===== src/rtl/ics_pkg.sv =====
// Shared types and constants for the inverse-CDF sampler.
// No dependencies; every other source file except ics_ram imports this package.
`default_nettype none

package ics_pkg;

  // Table depth default
  localparam int MAX_POINTS_DEF = 64;

  // Field widths
  localparam int IDX_W  = 6;
  localparam int EDGE_W = 32;
  localparam int CDF_W  = 32;
  localparam int UNI_W  = 31;
  localparam int PC_W   = 7;
  localparam int EPS_W  = 16;

  // Configuration port
  localparam int CFG_IDX_W  = 1;
  localparam int CFG_DATA_W = 16;
  localparam logic [CFG_IDX_W-1:0] REG_POINT_COUNT = 1'b0;
  localparam logic [CFG_IDX_W-1:0] REG_EPSILON     = 1'b1;
  localparam logic [PC_W-1:0]      POINT_COUNT_RST = 7'd64;
  localparam logic [EPS_W-1:0]     EPSILON_RST     = 16'd1;

  // Request codes
  localparam logic ACT_LOAD   = 1'b0;
  localparam logic ACT_SAMPLE = 1'b1;

  // Arithmetic widths: product of two 32-bit magnitudes, positive denominator
  localparam int PROD_W = 64;
  localparam int DEN_W  = 33;

  // One classified request in the queue
  typedef struct packed {
    logic                     is_sample;
    logic                     load_ok;
    logic [IDX_W-1:0]         point_index;
    logic signed [EDGE_W-1:0] bin_value;
    logic [CDF_W-1:0]         cdf_value;
    logic [UNI_W-1:0]         uniform;
  } item_t;

  // Configuration register set
  typedef struct packed {
    logic [PC_W-1:0]  point_count;
    logic [EPS_W-1:0] epsilon;
  } cfg_t;

endpackage

`default_nettype wire


===== src/rtl/ics_front.sv =====
// Front end: accepts requests, classifies load versus sample, and queues them.
// Depends on ics_pkg.
`default_nettype none

module ics_front #(
  parameter int MAX_POINTS = ics_pkg::MAX_POINTS_DEF
) (
  input  wire logic                              clk,
  input  wire logic                              rst,
  input  wire logic                              item_valid,
  output logic                                   item_stall,
  input  wire logic                              action,
  input  wire logic [ics_pkg::IDX_W-1:0]         point_index,
  input  wire logic signed [ics_pkg::EDGE_W-1:0] bin_value,
  input  wire logic [ics_pkg::CDF_W-1:0]         cdf_value,
  input  wire logic [ics_pkg::UNI_W-1:0]         uniform,
  output ics_pkg::item_t                         head,
  output logic                                   head_valid,
  input  wire logic                              pop
);

  import ics_pkg::*;

  item_t      slot [2];
  logic       wr_ptr;
  logic       rd_ptr;
  logic [1:0] count;
  logic       push;
  item_t      entry;

  assign item_stall = (count == 2'd2);
  assign push       = item_valid && !item_stall;
  assign head_valid = (count != 2'd0);
  assign head       = slot[rd_ptr];

  // Classify the incoming request
  always_comb begin
    entry.is_sample   = (action == ACT_SAMPLE);
    entry.load_ok     = (action == ACT_LOAD) && (int'(point_index) < MAX_POINTS);
    entry.point_index = point_index;
    entry.bin_value   = bin_value;
    entry.cdf_value   = cdf_value;
    entry.uniform     = uniform;
  end

  // Store the request
  always_ff @(posedge clk) begin
    if (push) begin
      slot[wr_ptr] <= entry;
    end
  end

  // Advance pointers and occupancy
  always_ff @(posedge clk) begin
    if (rst) begin
      wr_ptr <= 1'b0;
      rd_ptr <= 1'b0;
      count  <= 2'd0;
    end else begin
      if (push) begin
        wr_ptr <= !wr_ptr;
      end
      if (pop) begin
        rd_ptr <= !rd_ptr;
      end
      case ({push, pop})
        2'b10:   count <= count + 2'd1;
        2'b01:   count <= count - 2'd1;
        default: count <= count;
      endcase
    end
  end

endmodule

`default_nettype wire


===== config.mk =====
export PLATFORM = sky130hd
export DESIGN_NAME = ics_front
export DESIGN_NICKNAME = d
export VERILOG_FILES = /design/src/rtl/ics_pkg.sv /design/src/rtl/ics_front.sv
export SDC_FILE = /design/constraint.sdc
export NUM_CORES = 1
export LEC_CHECK = 0
export ABC_AREA = 0
export BUFFER_PORTS_ARGS = -buffer_cell sky130_fd_sc_hd__clkbuf_2
export CAP_MARGIN = 20
export CORE_UTILIZATION = 56
export DETAILED_ROUTE_END_ITERATION = 8
export GPL_TIMING_DRIVEN = 0
export PLACE_DENSITY_LB_ADDON = 0.2
export SLEW_MARGIN = 10
export SYNTH_ARGS = -nofsm -noshare
export SYNTH_HDL_FRONTEND = slang
export SYNTH_SLANG_ARGS = --single-unit

===== constraint.sdc =====
create_clock -name clk -period 7.1 [get_ports clk]
set_clock_uncertainty 0.2 [all_clocks]
set_input_delay 1.42 -clock clk [delete_from_list [all_inputs] [get_ports clk]]
set_output_delay 1.42 -clock clk [all_outputs]
set_load 0.005 [all_outputs]

==> impl_metrics.py <==
metrics = {
    "pwr": {
        "max-vdd-ir-drop_mv": 0.313,
        "switching_share_pct": 20.9,
        "leakagePower_nw": 3.71,
        "p_total_mw": 2.98,
        "p_sw_uw": 623,
        "seq_power_share_pct": 51.2,
        "p_int_mw": 2.35,
        "clkPwrFrac_pct": 37.1,
        "power_density_mw_per_mm2": 308,
        "pwr-share-comb_pct": 11.7,
    },
    "grt": {
        "busiest_layer": "met2",
        "groute.layer.met2.usage_pct": 32.9,
        "grt_start_max_net_pins": 61,
        "overflow": 0,
        "grt_pass1_wl_mm": 20.2,
        "grt_pass1_vias": 4174,
        "use_met3_pct": 6.51,
        "antenna_found_initial": 0,
        "grt_util_all_layers_pct": 18.7,
        "grt_use_met1_pct": 21.0,
    },
    "detailed_routing": {
        "dr.pass1.iters": 4,
        "ant_nets": 0,
        "remaining_drc_errors": 0,
        "vias": 3919,
        "wl_per_cell_um": 17.3,
        "routed_wl_mm": 13.3,
        "drt_iter0_markers": 236,
        "via_per_inst": 5.09,
    },
    "critical_path": {
        "worstPathCellList": "buf_2, buf_4, mux2_2, clkbuf_2",
        "worst_ep_arrival_time_ps": 1850,
        "crit_fanout": 10,
        "critical_path_class": "flip-flop to primary output",
        "crit_required_ps": 5480,
        "start_kind": "flip-flop",
        "r2r-start": "count[0]",
        "slowest_delay_ps": 360,
        "cpLargestDelayFamily": "buffers and inverters",
        "crit_path_end_kind": "primary output",
        "timing.rr.end": "slot[0][57]",
        "rr_worst_depth": 5,
        "reg2reg_slack_ps": 4810,
        "cpMaxStageDelayCell": "mux2_2",
        "critPathBufInv": 3,
    },
    "hold_path": {
        "hold_end": "wr_ptr",
        "hold_depth": 2,
        "hold_path.class": "flip-flop to flip-flop",
        "hold_start": "wr_ptr",
    },
    "floorplanning": {
        "start_util_pct": 57.5,
        "die_area_mm2": 0.0141,
        "dieWidth_um": 119,
        "die_h_um": 119,
        "core_mm2": 0.0133,
        "io_pins": 211,
        "rows": 42,
    },
    "yosys": {
        "ys_ff_latch": 211,
        "synthesis.area_mm2": 0.00764,
        "yosysWarnings": 0,
        "syn_area_per_cell_um2": 22.1,
        "yosysUniqueCellTypes": 18,
        "syn-num-nets": 453,
        "synthCells": 346,
        "ys_seq_area_share_pct": 82.3,
    },
    "clock_network": {
        "hold_buffers": 0,
        "cts_buffer_depth": 3,
        "cts_buffers": 21,
        "clkTransAtPathRegs_ps": 60,
        "cts_max_level": 1,
        "cts_root_buf": "clkbuf_16",
        "numClockSinks": 211,
        "cts_resized": 0,
        "post-cts-setup-buffer-count": 0,
        "clk_latency_ps": 470,
        "cts_tree": "built",
    },
    "sta": {
        "hold_violations": 0,
        "tns_ps": 0,
        "tightest_slew_ps": 681,
        "layout_setup_ws_ps": 3630,
        "slew_viol_final": 0,
        "rsz0062_at_grt": "no",
        "fin_crit_ps": 3470,
        "setup_viol": 0,
        "slew-limit-headroom_pct": 54.6,
        "max_clock_freq_ghz": 0.288,
        "fin_crit_sh_pct": 48.9,
    },
    "place": {
        "gp_congestion": 0.728,
        "place_area_mm2": 0.00898,
        "hpwl_mm": 8.72,
        "post-place-ws_ps": 3790,
        "io_buffer_count": 210,
        "placedCellCount": 734,
    },
    "cells_and_area": {
        "nFillCells": 851,
        "finalNetCount": 688,
        "final_cells": 770,
        "insertedDiodeCount": 0,
        "design_area_mm2": 0.00967,
        "synthToLayoutAreaGrowth_pct": 26.6,
        "layout-drive-gt1-share_pct": 60.8,
    },
    "run": {
        "cap_viol_max_count": 0,
    },
    "run_status": {
        "status": "completed",
    },
}
==> routing by layer <==
layer | up-vias | routed length [um]
met2 | 154 | 6770
met4 | 0 | 276
met1 | 1890 | 5070
met3 | 30 | 1230
met5 | - | 0
li1 | 1845 | -
==> worst max-delay path by stage <==
| stage | startpoint | end | cells after the start | slack (ps) |
|---|---|---|---|---|
| after floorplan | item_valid | slot[1][0] | 1 | 2570 |
| after global placement | item_valid | slot[1][80] | 2 | 1310 |
| after detailed placement | item_valid | slot[0][78] | 5 | 3790 |
| after CTS | flip-flop | head[57] | 4 | 3560 |
| after global routing | flip-flop | head[57] | 4 | 3510 |
| final | flip-flop | head[57] | 4 | 3630 |
==> kinds of logic (layout without fill, tap and decap cells) <==
logic type,count (synthesis),in the layout,synth area share (%)
flip-flops,211,211,82.3
multiplexers,103,103,15.2
buffers and inverters,15,263,1.15
AND/OR/NAND/NOR,9,9,0.639
AO/OA/AOI/OAI,4,4,0.262
XOR/XNOR,3,3,0.344
adder cells (fa/ha/maj),1,1,0.164
==> layout by cell type (no fill, tap or decap), drive strengths merged <==
| cell type | n |
|---|---|
| mux2 | 103 |
| edfxtp | 206 |
| buf | 13 |
| ha | 1 |
| dfxtp | 5 |
| o21ai | 2 |
| xnor2 | 2 |
| clkinv | 9 |
| nand2b | 1 |
| nor2 | 3 |
| or2 | 1 |
| or3 | 2 |
| clkbuf | 233 |
| nand2 | 1 |
| bufinv | 4 |
| xor2 | 1 |
| a21oi | 2 |
| and3 | 1 |
| inv | 4 |
==> layout make-up <==
class	count	area [um^2]	share of cell area, %
buffer	11	72.6	0.750
clock buffer	23	533	5.51
clock inverter	13	160	1.66
inverter	4	20.0	0.207
multi-input combinational	120	1270	13.2
sequential	211	6290	65.0
tap	176	220	2.28
timing repair buffer	212	1110	11.4
==> worst reg2reg max path, delay by kind of cell (launching register included) <==
family / cells / cell delay (ps)
buffers and inverters: 3 / 750
DFF: 1 / 390
and+or+nand+nor: 2 / 560
==> power groups by stage <==
stage,sequential [mW],clock (mW),combinational (mW)
5_1_grt,1.53,1.18,0.380
3_5_place_dp,1.55,0,0.353
4_1_cts,1.52,1.13,0.356
2_1_floorplan,1.55,0,0.184
6_report,1.52,1.10,0.349
3_3_place_gp,1.56,0,0.333
==> state kept, by name, summed over array words and instances (netlist names), named ones only <==
signal	flops
count	2
wr_ptr	1
rd_ptr	1
slot	206
==> cell usage after synthesis, drive strengths merged <==
cell	number	share of area (%)
a21oi	2	0.13
nand2	1	0.049
edfxtp	206	81
ha	1	0.16
o21ai	2	0.13
xor2	1	0.11
or3	2	0.16
xnor2	2	0.23
inv	4	0.20
mux2	103	15
nand2b	1	0.11
or2	1	0.082
nor2	3	0.15
dfxtp	5	1.3
buf	11	0.95
and3	1	0.082
==> stage by stage <==
step	util [%]	hold slack, ps
floorplan	-	252
global placement	67.0	275
detailed placement	67.5	301
CTS	72.7	309
global route	72.7	349
finish	72.7	308
Note: power is estimated with default switching activity, not from simulation.
